**src/sv/assert_macros.svh**
```systemverilog
// assertion macros shared by the line assembler rtl
`ifndef ASSERT_MACROS_SVH
`define ASSERT_MACROS_SVH

// property checked on every clock edge outside reset
`define LIA_ASSERT(lbl, prop) \
    lbl: assert property (@(posedge i_clk) disable iff (!i_rst_n) (prop)) \
        else $error("line assembler assertion failed");

// consequent checked in the cycle after the trigger
`define LIA_ASSERT_NEXT(lbl, trig, cons) \
    lbl: assert property (@(posedge i_clk) disable iff (!i_rst_n) (trig) |=> (cons)) \
        else $error("line assembler assertion failed");

`endif

```
**src/sv/lia_pkg.sv**
```systemverilog
// types and constants of the line input assembler
`timescale 1ns / 1ps
`default_nettype none

package lia_pkg;

    typedef enum logic [1:0] {
        REQ_START = 2'd0,
        REQ_BYTE  = 2'd1,
        REQ_TICK  = 2'd2,
        REQ_READ  = 2'd3
    } t_req;

    typedef enum logic [1:0] {
        CAUSE_NONE    = 2'd0,
        CAUSE_TERM    = 2'd1,
        CAUSE_FULL    = 2'd2,
        CAUSE_TIMEOUT = 2'd3
    } t_cause;

    localparam logic CFG_TIMEOUT = 1'b0;
    localparam logic CFG_TERM    = 1'b1;

    localparam logic [7:0] BS_CODE         = 8'd8;
    localparam logic [7:0] DEL_CODE        = 8'd127;
    localparam logic [7:0] TIMEOUT_DEFAULT = 8'd150;
    localparam logic [7:0] TERM_DEFAULT    = 8'd13;
    localparam logic [7:0] IDLE_MAX        = 8'hFF;

    typedef struct packed {
        logic       line_done;
        logic [5:0] line_length;
        t_cause     end_cause;
        logic       hit;
    } t_stage;

    typedef struct packed {
        logic       line_done;
        logic [5:0] line_length;
        t_cause     end_cause;
        logic [7:0] read_char;
    } t_result;

endpackage

`default_nettype wire

```
**src/sv/lia_req_if.sv**
```systemverilog
// request channel of the line input assembler
`timescale 1ns / 1ps
`default_nettype none

interface lia_req_if;
    logic       valid;
    logic       ready;
    logic [1:0] req_type;
    logic [7:0] byte_value;
    logic [5:0] read_index;

    modport source (output valid, output req_type, output byte_value, output read_index,
                    input ready);
    modport sink (input valid, input req_type, input byte_value, input read_index,
                  output ready);
endinterface

`default_nettype wire

```
**src/sv/lia_res_if.sv**
```systemverilog
// result channel of the line input assembler
`timescale 1ns / 1ps
`default_nettype none

interface lia_res_if;
    logic       valid;
    logic       ready;
    logic       line_done;
    logic [5:0] line_length;
    logic [1:0] end_cause;
    logic [7:0] read_char;

    modport source (output valid, output line_done, output line_length, output end_cause,
                    output read_char, input ready);
    modport sink (input valid, input line_done, input line_length, input end_cause,
                  input read_char, output ready);
endinterface

`default_nettype wire

```
**src/sv/line_input_assembler.sv**
```systemverilog
// line input assembler top level
// an accepted item passes stage register r_s1, then output register r_res, before its result can be taken
// throughput: one item per cycle unless the output stalls; the store is read or written at most once per item
// a read item reads the store when accepted; the registered store output holds until the item moves on
// reset: synchronous active low, line ended and empty, default timeout and terminator
// store contents are not cleared by reset; entries below the length are always written
`timescale 1ns / 1ps
`default_nettype none
`include "assert_macros.svh"

module line_input_assembler #(
    parameter int LINE_DEPTH = 64
) (
    input  wire logic       i_clk,
    input  wire logic       i_rst_n,
    lia_req_if.sink         i_req,
    lia_res_if.source       o_res,
    input  wire logic       i_cfg_we,
    input  wire logic       i_cfg_idx,
    input  wire logic [7:0] i_cfg_data
);

    localparam int AW = $clog2(LINE_DEPTH);
    localparam int XW = AW + 7;
    localparam logic [AW-1:0] LAST = AW'(LINE_DEPTH - 1);

    logic [7:0]      r_timeout;
    logic [7:0]      r_term;
    logic [AW-1:0]   r_count, n_count;
    logic            r_ended, n_ended;
    logic [7:0]      r_idle, n_idle;
    lia_pkg::t_cause r_cause, n_cause;

    logic            r_v1;
    lia_pkg::t_stage r_s1, n_s1;
    logic            r_vo;
    lia_pkg::t_result r_res;

    logic            acc;
    logic            mv1;
    logic            mem_we;
    logic            mem_re;
    logic [7:0]      mem_rdata;
    logic [7:0]      idle_inc;
    lia_pkg::t_req   req;

    assign req = lia_pkg::t_req'(i_req.req_type);
    assign mv1 = !r_vo || o_res.ready;
    assign i_req.ready = !r_v1 || mv1;
    assign acc = i_req.valid && i_req.ready;
    assign idle_inc = (r_idle != lia_pkg::IDLE_MAX) ? r_idle + 8'd1 : r_idle;

    always_comb begin
        n_count = r_count;
        n_ended = r_ended;
        n_idle  = r_idle;
        n_cause = r_cause;
        mem_we  = 1'b0;
        mem_re  = 1'b0;
        case (req)
            lia_pkg::REQ_START: begin
                n_count = '0;
                n_idle  = '0;
                n_ended = 1'b0;
                n_cause = lia_pkg::CAUSE_NONE;
            end
            lia_pkg::REQ_BYTE: begin
                if (!r_ended) begin
                    n_idle = '0;
                    if (i_req.byte_value == r_term) begin
                        n_ended = 1'b1;
                        n_cause = lia_pkg::CAUSE_TERM;
                    end else if (r_count >= LAST) begin
                        n_ended = 1'b1;
                        n_cause = lia_pkg::CAUSE_FULL;
                    end else if (i_req.byte_value == lia_pkg::BS_CODE ||
                                 i_req.byte_value == lia_pkg::DEL_CODE) begin
                        if (r_count != '0) begin
                            n_count = r_count - AW'(1);
                        end
                    end else begin
                        mem_we  = acc;
                        n_count = r_count + AW'(1);
                    end
                end
            end
            lia_pkg::REQ_TICK: begin
                if (!r_ended) begin
                    n_idle = idle_inc;
                    if (idle_inc >= r_timeout) begin
                        n_ended = 1'b1;
                        n_cause = lia_pkg::CAUSE_TIMEOUT;
                    end
                end
            end
            lia_pkg::REQ_READ: begin
                mem_re = acc;
            end
            default: begin
                mem_re = 1'b0;
            end
        endcase
        n_s1.line_done   = n_ended;
        n_s1.line_length = 6'(n_count);
        n_s1.end_cause   = n_cause;
        n_s1.hit         = (req == lia_pkg::REQ_READ) &&
                           (XW'(i_req.read_index) < XW'(r_count));
    end

    lia_line_mem #(
        .DEPTH (LINE_DEPTH)
    ) u_mem (
        .i_clk   (i_clk),
        .i_we    (mem_we),
        .i_waddr (r_count),
        .i_wdata (i_req.byte_value),
        .i_re    (mem_re),
        .i_raddr (AW'(i_req.read_index)),
        .o_rdata (mem_rdata)
    );

    always_ff @(posedge i_clk) begin
        if (!i_rst_n) begin
            r_timeout <= lia_pkg::TIMEOUT_DEFAULT;
            r_term    <= lia_pkg::TERM_DEFAULT;
            r_count   <= '0;
            r_ended   <= 1'b1;
            r_idle    <= '0;
            r_cause   <= lia_pkg::CAUSE_NONE;
            r_v1      <= 1'b0;
            r_vo      <= 1'b0;
        end else begin
            if (i_cfg_we) begin
                if (i_cfg_idx == lia_pkg::CFG_TIMEOUT) begin
                    r_timeout <= i_cfg_data;
                end else begin
                    r_term <= i_cfg_data;
                end
            end
            if (acc) begin
                r_count <= n_count;
                r_ended <= n_ended;
                r_idle  <= n_idle;
                r_cause <= n_cause;
            end
            if (acc) begin
                r_v1 <= 1'b1;
            end else if (mv1) begin
                r_v1 <= 1'b0;
            end
            if (mv1) begin
                r_vo <= r_v1;
            end
        end
    end

    always_ff @(posedge i_clk) begin
        if (acc) begin
            r_s1 <= n_s1;
        end
        if (mv1 && r_v1) begin
            r_res.line_done   <= r_s1.line_done;
            r_res.line_length <= r_s1.line_length;
            r_res.end_cause   <= r_s1.end_cause;
            r_res.read_char   <= r_s1.hit ? mem_rdata : 8'd0;
        end
    end

    assign o_res.valid       = r_vo;
    assign o_res.line_done   = r_res.line_done;
    assign o_res.line_length = r_res.line_length;
    assign o_res.end_cause   = r_res.end_cause;
    assign o_res.read_char   = r_res.read_char;

    `LIA_ASSERT(a_count_bound, r_count <= LAST)
    `LIA_ASSERT_NEXT(a_start_clears, acc && req == lia_pkg::REQ_START,
        !r_ended && r_count == '0 && r_idle == '0)
    `LIA_ASSERT_NEXT(a_full_ends, acc && req == lia_pkg::REQ_BYTE && !r_ended &&
        i_req.byte_value != r_term && r_count == LAST,
        r_ended && r_cause == lia_pkg::CAUSE_FULL && r_count == LAST)
    `LIA_ASSERT_NEXT(a_stall_holds, r_v1 && !mv1, r_v1 && $stable(r_s1))

endmodule

`default_nettype wire

```
**src/sv/lia_line_mem.sv**
```systemverilog
// character store with one write port and one registered read port
`timescale 1ns / 1ps
`default_nettype none

module lia_line_mem #(
    parameter int DEPTH = 64
) (
    input  wire logic                     i_clk,
    input  wire logic                     i_we,
    input  wire logic [$clog2(DEPTH)-1:0] i_waddr,
    input  wire logic [7:0]               i_wdata,
    input  wire logic                     i_re,
    input  wire logic [$clog2(DEPTH)-1:0] i_raddr,
    output logic      [7:0]               o_rdata
);

    logic [7:0] r_mem [DEPTH];

    always_ff @(posedge i_clk) begin
        if (i_we) begin
            r_mem[i_waddr] <= i_wdata;
        end
    end

    always_ff @(posedge i_clk) begin
        if (i_re) begin
            o_rdata <= r_mem[i_raddr];
        end
    end

endmodule

`default_nettype wire
```
**src/flat_wrapper.sv**
```systemverilog
// flat-port wrapper written by rule: the top's interface ports become plain ports
module line_input_assembler_flat 
#(
    parameter int LINE_DEPTH = 64
)
  (i_clk, i_rst_n, i_cfg_we, i_cfg_idx, i_cfg_data, i_req_valid, i_req_req_type, i_req_byte_value, i_req_read_index, i_req_ready, o_res_valid, o_res_line_done, o_res_line_length, o_res_end_cause, o_res_read_char, o_res_ready);
  lia_req_if i_req_i ();
  lia_res_if o_res_i ();
  input  wire logic i_clk;
  input  wire logic i_rst_n;
  input  wire logic i_cfg_we;
  input  wire logic i_cfg_idx;
  input  wire logic [7:0] i_cfg_data;
  input wire logic [$bits(i_req_i.valid)-1:0] i_req_valid;
  input wire logic [$bits(i_req_i.req_type)-1:0] i_req_req_type;
  input wire logic [$bits(i_req_i.byte_value)-1:0] i_req_byte_value;
  input wire logic [$bits(i_req_i.read_index)-1:0] i_req_read_index;
  output wire logic [$bits(i_req_i.ready)-1:0] i_req_ready;
  output wire logic [$bits(o_res_i.valid)-1:0] o_res_valid;
  output wire logic [$bits(o_res_i.line_done)-1:0] o_res_line_done;
  output wire logic [$bits(o_res_i.line_length)-1:0] o_res_line_length;
  output wire logic [$bits(o_res_i.end_cause)-1:0] o_res_end_cause;
  output wire logic [$bits(o_res_i.read_char)-1:0] o_res_read_char;
  input wire logic [$bits(o_res_i.ready)-1:0] o_res_ready;
  assign i_req_i.valid = i_req_valid;
  assign i_req_i.req_type = i_req_req_type;
  assign i_req_i.byte_value = i_req_byte_value;
  assign i_req_i.read_index = i_req_read_index;
  assign i_req_ready = i_req_i.ready;
  assign o_res_valid = o_res_i.valid;
  assign o_res_line_done = o_res_i.line_done;
  assign o_res_line_length = o_res_i.line_length;
  assign o_res_end_cause = o_res_i.end_cause;
  assign o_res_read_char = o_res_i.read_char;
  assign o_res_i.ready = o_res_ready;
  line_input_assembler #(.LINE_DEPTH(LINE_DEPTH)) u_core (.i_clk(i_clk), .i_rst_n(i_rst_n), .i_req(i_req_i), .o_res(o_res_i), .i_cfg_we(i_cfg_we), .i_cfg_idx(i_cfg_idx), .i_cfg_data(i_cfg_data));
endmodule
```
**config.mk**
```make
export PLATFORM = sky130hd
export DESIGN_NAME = line_input_assembler_flat
export DESIGN_NICKNAME = d
export VERILOG_FILES = /design/src/sv/lia_pkg.sv /design/src/sv/lia_req_if.sv /design/src/sv/lia_res_if.sv /design/src/sv/line_input_assembler.sv /design/src/sv/lia_line_mem.sv /design/src/flat_wrapper.sv
export VERILOG_INCLUDE_DIRS = /design/src /design/src/sv
export SDC_FILE = /design/constraint.sdc
export NUM_CORES = 1
export LEC_CHECK = 0
export ABC_AREA = 1
export CAP_MARGIN = 20
export CORE_ASPECT_RATIO = 0.8
export CORE_UTILIZATION = 49
export DETAILED_ROUTE_END_ITERATION = 8
export DONT_BUFFER_PORTS = 1
export REMOVE_ABC_BUFFERS = 1
export SLEW_MARGIN = 20
export SYNTH_ARGS = -nofsm -noshare
export SYNTH_HDL_FRONTEND = slang
export SYNTH_SLANG_ARGS = --single-unit
```
**constraint.sdc**
```tcl
create_clock -name i_clk -period 8.35 [get_ports i_clk]
set_input_delay 1.67 -clock i_clk [delete_from_list [all_inputs] [get_ports i_clk]]
set_output_delay 1.67 -clock i_clk [all_outputs]
set_load 0.05 [all_outputs]
```
== Yosys cells after proc, flatten, opt, wreduce, memory -nomap -nowiden ==
Memories as Yosys holds them, arrays and structs flattened. A register that Yosys moved wholly into a read port is not among the register bits.
Cells that the tools add are included.
Storage, ports and cells
  memories kept: 1
  input port bits: 30
  memory bits (writable): 512
  flip-flop bits (word level): 62
  output and inout bits: 19
Memories
  u_core.u_mem.r_mem: depth 64, width 8, read ports 1, clocked after Yosys merged registers in 1, wr ports 1, RTL line lia_line_mem.sv:17  | logic [7:0] r_mem [DEPTH];
Operators by class
  equal/unequal tests: 9
  reduce and logical (&&, ||, !) cells: 15
  $add $sub $neg: 3
  mux-type cells: 32
  bitwise gates (word level): 1
  magnitude comparators: 3
Operators with widths (count)
  6-bit 2-to-1 mux: 5
  8-bit 2-to-1 mux: 3
  8-bit case mux with 3 select lines: 1
  1-bit 2-to-1 mux: 15
  6-bit case mux with 2 select lines: 1
  2-bit 2-to-1 mux: 5
  8-bit by 1-bit adder with 8-bit output, second input constant: 1
  8-bit by 4-bit == test with 1-bit output, second input constant: 1
  8-bit by 7-bit == test with 1-bit output, second input constant: 1
  8-bit == test: 1
  8-bit >= comparator: 1
  8-bit != test, second input constant: 1
  6-bit by 1-bit adder with 6-bit output, second input constant: 1
  6-bit >= comparator, second input constant: 1
  6-bit less-than comparator: 1
  2-bit case mux with 3 select lines: 1
  6-bit nonzero test: 1
  6-bit by 1-bit subtractor with 6-bit output, second input constant: 1
  2-bit == test, second input constant: 2
  2-bit != test, second input constant: 2
  2-bit AND reduction: 2
  4-bit AND reduction: 1
  1-bit logical AND: 3
  1-bit logical OR: 3
  7 further kinds: 8

== Logic depth before layout (Yosys ltp) ==
Gate-level depths: netlist (run 1).
  depth in word-level cells: 11
  gate-level depth with buffers: 18
  depth with buffers taken out: 18

== Modules after synthesis ==
A second synthesis (run 1) with hierarchy kept.
Second synthesis, totals
  cell total of the unflattened synthesis: 2250
  area total of the unflattened synthesis: 24860.1 µm²
By module, submodules not included
  lia_line_mem: area each 21419.3 µm², cells each 1805, times used 1
  line_input_assembler: area each 3440.8 µm², cells each 445, times used 1

== Least setup slack after synthesis (run 1) ==
No wires, ideal clock.
  path kind: in2reg
  start point: input o_res_ready
  end point: memory u_core.u_mem.r_mem[32][0] (enable)
  slack: 4.487 ns
  library setup time: 0.370 ns
  required time: 7.980 ns
  stages: 8
  data arrival time: 3.493 ns
  cells stage by stage: inv_1 > nand3_1 > nand2_2 > inv_1 > nand2_1 > nor3_4 > nand3_2 > nor2_1
Between the ends
  longest elaborated chain between the ends: 10
Ends and longest elaborated chain
  start: declaration: RTL line flat_wrapper.sv:24  | input wire logic [$bits(o_res_i.ready)-1:0] o_res_ready;
  1-bit logical OR: RTL line line_input_assembler.sv:48  | assign mv1 = !r_vo || o_res.ready;
  1-bit logical OR: RTL line line_input_assembler.sv:49  | assign i_req.ready = !r_v1 || mv1;
  net i_req_ready: RTL line flat_wrapper.sv:18  | output wire logic [$bits(i_req_i.ready)-1:0] i_req_ready;
  1-bit logical AND: RTL line line_input_assembler.sv:50  | assign acc = i_req.valid && i_req.ready;
  1-bit 2-to-1 mux: RTL line line_input_assembler.sv:76  | end else if (i_req.byte_value == lia_pkg::BS_CODE ||
  1-bit 2-to-1 mux: RTL line line_input_assembler.sv:73  | end else if (r_count >= LAST) begin
  1-bit 2-to-1 mux: RTL line line_input_assembler.sv:70  | if (i_req.byte_value == r_term) begin
  1-bit 2-to-1 mux: RTL line line_input_assembler.sv:68  | if (!r_ended) begin
  1-bit 2-to-1 mux: RTL line line_input_assembler.sv:60  | case (req)
  1-bit 2-to-1 mux: RTL line lia_line_mem.sv:20  | if (i_we) begin
  1-bit 2-to-1 mux (implied by the code): RTL line lia_line_mem.sv:21  | r_mem[i_waddr] <= i_wdata;
  end: declaration: RTL line lia_line_mem.sv:17
The timed path passes the listed nets, and every way through them passes these cells.

== Worst setup path in the final report (run 1) ==
  start point: input o_res_ready
  end point: memory u_core.u_mem.r_mem[4][1] (enable)
Same word-level chain as after synthesis.

==> flow_summary.yaml, run 1 <==
drt:
  first_pass_iters: 6
  drt-total-wl_mm: 63.9
  viasPerCell: 6.05
  wl_per_cell_um: 24.2
  vias: 15988
  drc: 0
  drt_iter0_drc: 1887
  postRouteAntennaNets: 0
cts:
  cts.clk_slew.worst_paths_ps: 60
  root_buffer: "clkbuf_16"
  cts_made_buffers: 56
  cts.sinks: 582
  cts_setup_buffers: 0
  clkLatencyLatePin_ps: 620
  cts_resized: 0
  cts_tree: "done"
  holdBufCountCts: 0
  clockBufferDepth: 3
  h-tree-depth: 2
critical_path:
  path_cells: "inv_1, nand3_1, nand2_2, inv_1, nand2_1, nor3_4, nand3_2, nor2_1"
  crit_type: "in -> reg"
  crit_required_ps: 8590
  cp-start-kind: "input port"
  end_kind: "register"
  crit_buf_inv: 2
  critPathMostFrequentCell: "inv_1"
  startpoint: "o_res_ready"
  max_stage_delay_ps: 720
  path_delay_family: "simple AND/OR/NAND/NOR gates"
  arrival_ps: 5010
  crit_fanout: 23
  worst_path_max_delay_cell: "nor2_1"
  reg2reg_from: "u_core.o_res.valid"
synthesis:
  synth_cells: 2024
  ys_types: 37
  ys_warn_count: 0
  synth-seq-area-share: 0.713
  synth_area_per_cell_um2: 11.9
  ys_seq_elements: 582
  synth_area_um2: 24000
floorplan:
  core_um2: 48400
  num_rows: 72
  initial_core_util: 0.497
  die_x_um: 250
  die_area_um2: 49900
  io_pins: 49
  fp.dieH_um: 200
global_route:
  grt_pass1_wl_mm: 95.4
  grt_antenna_before_repair: 0
  grt_overflow: 0
  grt_start_max_net_pins: 258
  grt_pass1_vias: 15509
  grtUsageTotal: 0.256
cells_and_area:
  areaGrowthSynthToFinish_pct: 9.03
  stdcell_count: 2642
  drive_above_1_share: 0.0606
  num_antenna_cells: 0
  nets: 2018
timing:
  fin_setup_tns_ps: 0
  min_period_over_period: 0.571
  rsz0062_at_grt: "false"
  slew_headroom: 0.314
  hold_viol_final: 0
  skew_ps: 19.9
  period_needed_ps: 4770
  setup_viol: 0
  worst_slew_pin_slew_ps: 1030
  max_freq_mhz: 210
  final-max-slew-violation-count: 0
power:
  swShare: 0.219
  p_clk_frac: 0.421
  p_comb_frac: 0.046
  p_sw_mw: 1.33
  p_leak_nw: 8.73
  power_density_nw_per_um2: 232
  ir_worst_vdd_mv: 0.140
  seqPwrFrac: 0.533
  cellInternalPower_mw: 4.75
placement:
  dp_hpwl_mm: 36.1
  portBuffers: 0
  placedCellCount: 2537
  gp_congestion: 0.902
min_path:
  hold_path_startpoint: "u_core.r_s1[7]"
  worstHoldPathType: "reg -> reg"
run:
  drv_cap: 0
outcome:
  status: "complete, no violations"
routing by layer:
| layer | up-vias | GRT usage | share of wire |
|---|---|---|---|
| li1 | 7215 | - | - |
| met1 | 7859 | 0.368 | 0.43 |
| met2 | 808 | 0.393 | 0.45 |
| met3 | 106 | 0.0503 | 0.094 |
| met4 | 0 | 0.0882 | 0.028 |
| met5 | - | 0 | 0 |
cells by family (layout without fill, tap and decap cells):
family                     count (synthesis)  after routing  synth area share
AOI/OAI and AO/OA                        533            533             0.124
and+or+nand+nor                          684            684             0.115
xor gates and xnor gates                   8              8           0.00292
adders and majority gates                 21             21            0.0109
buffers and inverters                    195            184            0.0332
DFF                                      582            582             0.713
muxes                                      1              1          0.000469
worst register-to-register path: stages, from the launching register on:
cell and delay (ps):
dfxtp_1 510, nand3_1 550, nand2_2 290, inv_1 650, nand2_1 310, nor3_4 330, nand3_2 530, nor2_1 730
power groups by stage:
stage / clock network [mW] / logic (mW) / registers [mW]
after floorplan: 0 / 0.192 / 3.30
after global placement: 0 / 0.272 / 3.30
after detailed placement: 0 / 0.275 / 3.30
after CTS: 2.59 / 0.276 / 3.24
after global routing: 2.68 / 0.312 / 3.24
final: 2.56 / 0.282 / 3.24
stage by stage:
step	worst slack (ps)	power (mW)	instance area, um2	util	hold WS (ps)
finish	3580	6.08	26200	0.541	418
CTS	3640	6.11	26200	0.541	420
detailed placement	3030	3.58	24300	0.503	407
global placement	3120	3.58	24300	0.503	406
global route	3400	6.24	26200	0.541	432
floorplan	3980	3.49	23500	-	400
cells in the mapped netlist (all sizes together):
| library cell | count | share of area |
|---|---|---|
| edfxtp | 547 | 0.68 |
| nor2 | 383 | 0.060 |
| o21ai | 316 | 0.066 |
| nand2 | 229 | 0.037 |
| o22ai | 104 | 0.027 |
| clkbuf | 75 | 0.012 |
| inv | 71 | 0.011 |
| nand3 | 55 | 0.013 |
| a21oi | 51 | 0.011 |
| buf | 45 | 0.0098 |
| dfxtp | 35 | 0.029 |
| o211ai | 33 | 0.010 |
| o221ai | 25 | 0.0091 |
| ha | 21 | 0.011 |
| nand4 | 9 | 0.0031 |
| nor3 | 5 | 0.0020 |
| xor2 | 5 | 0.0018 |
| clkinv | 4 | 0.00062 |
| xnor2 | 3 | 0.0011 |
| a21boi | 2 | 0.00062 |
| or2 | 2 | 0.00052 |
| a31oi | 1 | 0.00026 |
| mux2 | 1 | 0.00047 |
| nor3b | 1 | 0.00031 |
| o21bai | 1 | 0.00031 |
area by class of cell:
class	instances	area [um2]
clock buffers	64	1470
repair buffers	5	45.0
fillers	4048	22200
flip-flops and latches	582	17100
well taps	629	787
inverters	75	288
clock inverters	40	375
multi-input cells	1247	6100
placed cells by master, fill, tap and decap left out, types with 3 or more instances in the layout:
master	count
nand2_2	4
clkinv_1	14
inv_1	64
a21oi_1	51
o211ai_1	33
clkinv_2	14
inv_2	4
o22ai_1	104
xor2_1	5
clkbuf_16	57
xnor2_1	3
buf_4	4
nand4_2	3
clkbuf_1	5
nor2_1	380
edfxtp_1	547
ha_1	21
clkinvlp_4	6
o221ai_1	25
dfxtp_1	35
o21ai_0	294
inv_6	3
nor3_1	3
bufinv_16	6
nand3_1	50
nand3_2	5
o21ai_1	22
nand4_1	6
nand2_1	224
sequential cells by signal (all words and copies together), names as in the netlist, 8 cells and up:
register / cells
u_core.u_mem.o_rdata: 8
u_core.o_res.read_char: 8
u_core.r_timeout: 8
u_core.r_idle: 8
u_core.u_mem.r_mem: 512
u_core.r_term: 8
u_core.r_s1: 10
final timing paths:
check	end	slack (ps)	cells past startpoint
min	u_core.o_res.line_length[4]	420	0
min reg2reg	u_core.o_res.line_length[4]	420	0
max reg2reg	u_core.u_mem.r_mem[4][1]	4090	7
max	u_core.u_mem.r_mem[4][1]	3580	8
Note: power is estimated with default switching activity, not from simulation.
==> run 2, diff against run 1 <==
- ABC_AREA: 1 -> 0
- PLACE_DENSITY: unset -> 0.66
- clock period: 8.35 -> 4.25 ns (I/O delays scaled with it)
==> run 2 against run 1 <==
Register-to-register slack worse by 3300 ps. Worst hold slack got worse by 98 ps. Flip-flop and latch count did not move. Count of clock-buffer cells in the layout grew 3. Final cell count is 24% lower. Total power grew 89%.
==> flow_summary.yaml, run 2 <==
critical_path:
  cp-start-kind: "register"
  reg2reg_from: "u_core.r_idle[3]"
  crit_type: "reg -> reg"
  end_kind: "register"
  worst_path_max_delay_cell: "dfxtp_1"
  path_cells: "and3_1, nand3_1, nor2_1, mux2_2, ha_1, a2111o_1, a31oi_1, o21ai_0, a221o_1, a21boi_0"
  crit_fanout: 7
  crit_required_ps: 4560
  max_stage_delay_ps: 420
  arrival_ps: 3760
  startpoint: "u_core.r_idle[3]"
power:
  ir_worst_vdd_mv: 0.319
  p_leak_nw: 8.25
  power_density_nw_per_um2: 441
timing:
  skew_ps: 21.5
  period_needed_ps: 3450
  rsz0062_at_grt: "false"
  setup_viol: 0
  fin_setup_tns_ps: 0
  min_period_over_period: 0.812
  worst_slew_pin_slew_ps: 1150
  fin_hold_ws_ps: 321
  max_freq_mhz: 290
  hold_viol_final: 0
  final-max-slew-violation-count: 0
  setup_ws_ps: 801
  slew_headroom: 0.232
synthesis:
  yosysTopAreaCellShare: 0.701
  synth-compound-area-share: 0.0498
  synth_top_cell_by_area: "edfxtp_1"
  synth_top_family_by_area: "multiplexers"
  synth_most_common_cell: "edfxtp_1"
  synth_edf_count: 547
  ys_warn_count: 0
  synth_area_per_cell_um2: 17.8
  synth-seq-area-share: 0.731
  synth.area.mux_share: 0.128
  synth_cells: 1313
  synthTopCellsByCount: "edfxtp_1, mux4_2, nor2_1"
  ys.flop_type: "edfxtp_1"
  ys_types: 67
  synthXorXnorAreaFrac: 0.00449
  yosys-top-cells-area: "edfxtp_1, mux4_2, dfxtp_1, nor2_1, nand2_1"
  async_flop_share: 0
  yosys.area_share.simple: 0.0601
  ys_seq_elements: 582
  synth-adder-area-share: 0.0112
  synth_area_um2: 23400
cells_and_area:
  nets: 1399
  areaGrowthSynthToFinish_pct: 11.0
  max_flop_register: "u_core.u_mem.r_mem"
  final_cell_mix: "edfxtp_1, mux4_2, nor2_1, nand2_1, clkbuf_16"
  num_antenna_cells: 0
  n_fill_cell: 3586
  reg.largest.list: "u_core.u_mem.r_mem: 512 flops, u_core.r_s1: 10 flops"
  largest_register_ffs: 512
  layout_commonest_cell: "edfxtp_1"
  drive_above_1_share: 0.195
global_route:
  grt_antenna_before_repair: 0
  grt_pass1_wl_mm: 78.7
  grt_overflow: 0
  grt_pass1_vias: 12172
  grtUsageTotal: 0.223
  grt_start_max_net_pins: 130
cts:
  cts_tree: "done"
  cts_resized: 0
  h-tree-depth: 2
  clkLatencyLatePin_ps: 610
  holdBufCountCts: 0
  cts_setup_buffers: 0
  cts.clk_slew.worst_paths_ps: 60
  cts_made_buffers: 55
  cts.sinks: 582
  root_buffer: "clkbuf_16"
  clockBufferDepth: 3
placement:
  portBuffers: 0
  pre_cts_ws_ps: 663
  gp_congestion: 0.837
  dp_hpwl_mm: 31.5
drt:
  postRouteAntennaNets: 0
  drc: 0
  viasPerCell: 6.19
  vias: 12464
  wl_per_cell_um: 26.5
  drt_iter0_drc: 1373
  first_pass_iters: 5
  drt-total-wl_mm: 53.3
floorplan:
  initial_core_util: 0.498
  die_area_um2: 48700
  core_um2: 47100
  num_rows: 71
  die_x_um: 246
  fp.dieH_um: 198
  io_pins: 49
outcome:
  status: "complete, no violations"
run:
  drv_cap: 0
min_path:
  worstHoldPathType: "in -> reg"
  hold_path_startpoint: "i_rst_n"
run 2: cell types whose count changed after synthesis, moves of 47 or more:
| cell | change |
|---|---|
| nor2_1 | -294 |
| o22ai_1 | -87 |
| inv_1 | -47 |
| o21ai_0 | -262 |
| mux4_2 | +128 |
| nand2_1 | -151 |
run 2: metal layers:
layer	global-route usage	vias to the layer above	share of wire
met5	0	-	0
met4	0.0702	0	0.026
met3	0.0572	90	0.093
met2	0.326	561	0.44
met1	0.330	6439	0.44
li1	-	5374	-
run 2: report_power, final:
part | internal, mW | switching, mW
sequential | 6.29 | 0.0434
clock | 2.65 | 2.12
combinational | 0.179 | 0.183
run 2: worst paths after layout:
check	endpoint	slack (ps)	cells after the start
worst max register to register	u_core.r_s1[1]	800	10
worst max-delay path	u_core.r_s1[1]	800	10
worst min register to register	u_core.o_res.line_length[1]	420	0
worst min-delay path	u_core.r_term[0]	320	1
run 2: metrics by stage:
stage | util | cells | cell area (um2) | power [mW]
CTS | 0.552 | 2015 | 26000 | 11.5
global route | 0.552 | 2015 | 26000 | 11.8
finish | 0.552 | 2015 | 26000 | 11.5
detailed placement | 0.515 | 1911 | 24200 | 6.82
global placement | 0.515 | 1911 | 24200 | 6.81
floorplan | - | 1250 | 23200 | 6.72
run 2: cell families after synthesis:
logic type      after synthesis
compound gates              179
xor+xnor                     12
fa+ha+maj                    21
buf+inv                      86
flops                       582
mux                         140
simple gates                293
run 2: area by class of cell:
| type | count | area, um2 | area share |
|---|---|---|---|
| flip-flops and latches | 582 | 17100 | 0.659 |
| multi-input cells | 645 | 5950 | 0.229 |
| clock buffers | 67 | 1470 | 0.0567 |
| well taps | 620 | 776 | 0.0298 |
| repair buffers | 41 | 308 | 0.0118 |
| clock inverters | 37 | 274 | 0.0105 |
| inverters | 23 | 86.3 | 0.00332 |
run 2: critical path, delay by kind of cell (launching register included):
family / cells / cell delay [ps]
flip-flops: 1 / 420
multiplexers: 1 / 400
AND/OR/NAND/NOR: 3 / 700
adder cells (fa/ha/maj): 1 / 280
AO/OA/AOI/OAI: 5 / 1360
==> run 3, diff against run 2 <==
- clock period: 4.25 -> 2.82 ns (I/O delays scaled with it)
==> run 3 against run 2 <==
First-iteration DRC count shrank 1.1%. Largest power group unchanged. Core utilization grew 0.70 points. Worst hold slack lost 270 ps. Clock skew grew 11 ps. Final cell count grew 1.0%. Combinational power grew 58%. Critical path depth is the same. Critical path type unchanged. Total power grew 51%. Routed wire length shrank 1.5%. Count of clock-buffer cells in the layout grew 6.
==> flow_summary.yaml, run 3 (same netlist as run 2, synthesis figures left out) <==
outcome:
  status: "complete, no violations"
drt:
  drc: 0
  postRouteAntennaNets: 0
  viasPerCell: 6.06
  first_pass_iters: 6
  vias: 12342
  drt_iter0_drc: 1358
  wl_per_cell_um: 25.8
  drt-total-wl_mm: 52.6
placement:
  gp_congestion: 0.855
  dpl-instance-area_um2: 24400
  portBuffers: 0
  placedCellCount: 1933
  dp_hpwl_mm: 31.5
timing:
  hold_viol_final: 0
  rsz0062_at_grt: "true"
  skew_ps: 32.4
  period_needed_ps: 2790
  setup_viol: 0
  final-max-slew-violation-count: 0
  min_period_over_period: 0.989
  slew_headroom: 0.409
  max_freq_mhz: 358
  worst_slew_pin_slew_ps: 884
critical_path:
  ff2ff_path_depth: 10
  cp-start-kind: "register"
  crit_fanout: 3
  end_kind: "register"
  reg2reg_from: "u_core.r_idle[4]"
  regToRegSetupSlack_ps: 30
  max_stage_delay_ps: 380
  crit_required_ps: 3160
  path_cells: "and3_4, nand3_2, nor2_4, mux2_4, ha_1, a2111o_1, a31oi_2, o21ai_0, a221o_1, a21boi_0"
  arrival_ps: 3120
  path_delay_family: "compound AO/OA/AOI/OAI gates"
  crit_buf_inv: 0
  worst_path_max_delay_cell: "a2111o_1"
  reg2reg_to: "u_core.r_s1[1]"
  crit_type: "reg -> reg"
floorplan:
  fp.dieH_um: 198
  initial_core_util: 0.498
  die_area_um2: 48700
  io_pins: 49
  die_x_um: 246
  core_um2: 47100
  num_rows: 71
cells_and_area:
  design_area_um2: 26300
  largest_register_ffs: 512
  stdcell_count: 2036
  nets: 1423
  areaGrowthSynthToFinish_pct: 12.4
  num_antenna_cells: 0
  ff_latch_area_um2: 17100
  reg.largest.list: "u_core.u_mem.r_mem: 512 flops, u_core.r_s1: 10 flops"
  drive_above_1_share: 0.243
  n_fill_cell: 3604
  final_cell_mix: "edfxtp_1, mux4_2, nand2_1, buf_4, clkbuf_16"
  max_flop_register: "u_core.u_mem.r_mem"
  multi_input_area_um2: 6120
  layout_commonest_cell: "edfxtp_1"
global_route:
  grt_pass1_vias: 12276
  grt_pass1_wl_mm: 78.8
  grtUsageTotal: 0.222
  grt_antenna_before_repair: 0
  grt_overflow: 0
  grt_start_max_net_pins: 130
power:
  cellInternalPower_mw: 13.8
  p_clk_frac: 0.415
  p_comb_frac: 0.033
  ir_worst_vdd_mv: 0.493
  p_sw_mw: 3.51
  swShare: 0.203
  power_mw: 17.3
  power_density_nw_per_um2: 658
  p_leak_nw: 8.34
  seqPwrFrac: 0.552
cts:
  clkLatencyLatePin_ps: 620
  holdBufCountCts: 0
  clockBufferDepth: 3
  h-tree-depth: 2
  cts_made_buffers: 55
  root_buffer: "clkbuf_16"
  cts.sinks: 582
  cts_tree: "done"
  cts.clk_slew.worst_paths_ps: 60
min_path:
  hold-path-cell-count: 1
  hold_path_startpoint: "i_rst_n"
  worstHoldPathType: "in -> reg"
  min_to: "u_core.r_term[2]"
run:
  drv_cap: 0
[run 3: cell types whose count changed in the layout (fill, tap and decap cells not counted), sizes merged]
| cell | change |
|---|---|
| inv | -1 |
| bufinv | +1 |
| buf | +24 |
| clkinvlp | -3 |
| clkbuf | +6 |
| clkinv | -6 |
[run 3: area by class of cell]
class | instances | share of cell area
Clock inverter | 28 | 0.00993
Timing Repair Buffer | 65 | 0.0185
Clock buffer | 73 | 0.0557
Tap cell | 620 | 0.0295
Multi-Input combinational cell | 645 | 0.233
Inverter | 23 | 0.00328
Sequential cell | 582 | 0.651
[run 3: how the worst max path moves through the flow]
stage	from	endpoint	slack [ps]	depth (start not counted)
6_report	u_core.r_idle[4]	u_core.r_s1[1]	30	10
5_1_grt	u_core.r_count[0]	u_core.u_mem.r_mem[59][6]	-90	7
4_1_cts	u_core.r_count[0]	u_core.u_mem.r_mem[23][2]	2	7
3_5_place_dp	i_req_byte_value[5]	u_core.u_mem.r_mem[41][5]	-190	8
3_3_place_gp	i_req_byte_value[5]	u_core.u_mem.r_mem[22][1]	-150	8
2_1_floorplan	u_core.r_idle[3]	u_core.r_s1[1]	-130	10
[run 3: routing by layer]
metal,global-route usage,wire [um],vias up
li1,-,-,5418
met1,0.328,22900,6321
met2,0.329,24100,526
met3,0.0524,4400,77
met4,0.0677,1240,0
met5,0,0,-
[run 3: stage by stage]
step	setup TNS (ps)	hold WS [ps]	worst slack (ps)	util
floorplan	-282	400	-127	-
global placement	-20180	409	-149	0.519
detailed placement	-35220	405	-186	0.519
CTS	0	12.2	2.38	0.556
global route	-5380	27.1	-93.2	0.559
finish	0	46.7	30.5	0.559
[run 3: power groups by stage]
stage,Clock [mW],Sequential (mW),Combinational (mW)
after global placement,0,9.73,0.557
final,7.19,9.55,0.572
after CTS,7.30,9.55,0.567
after detailed placement,0,9.74,0.563
after global routing,7.62,9.55,0.613
after floorplan,0,9.73,0.399
[run 3: what timing repair did]
item,in CTS,in global routing
gates resized for setup,10,50
pin swaps,3,4
buffers inserted,1,1
endpoints found under the setup margin,40,444
cloned,0,0
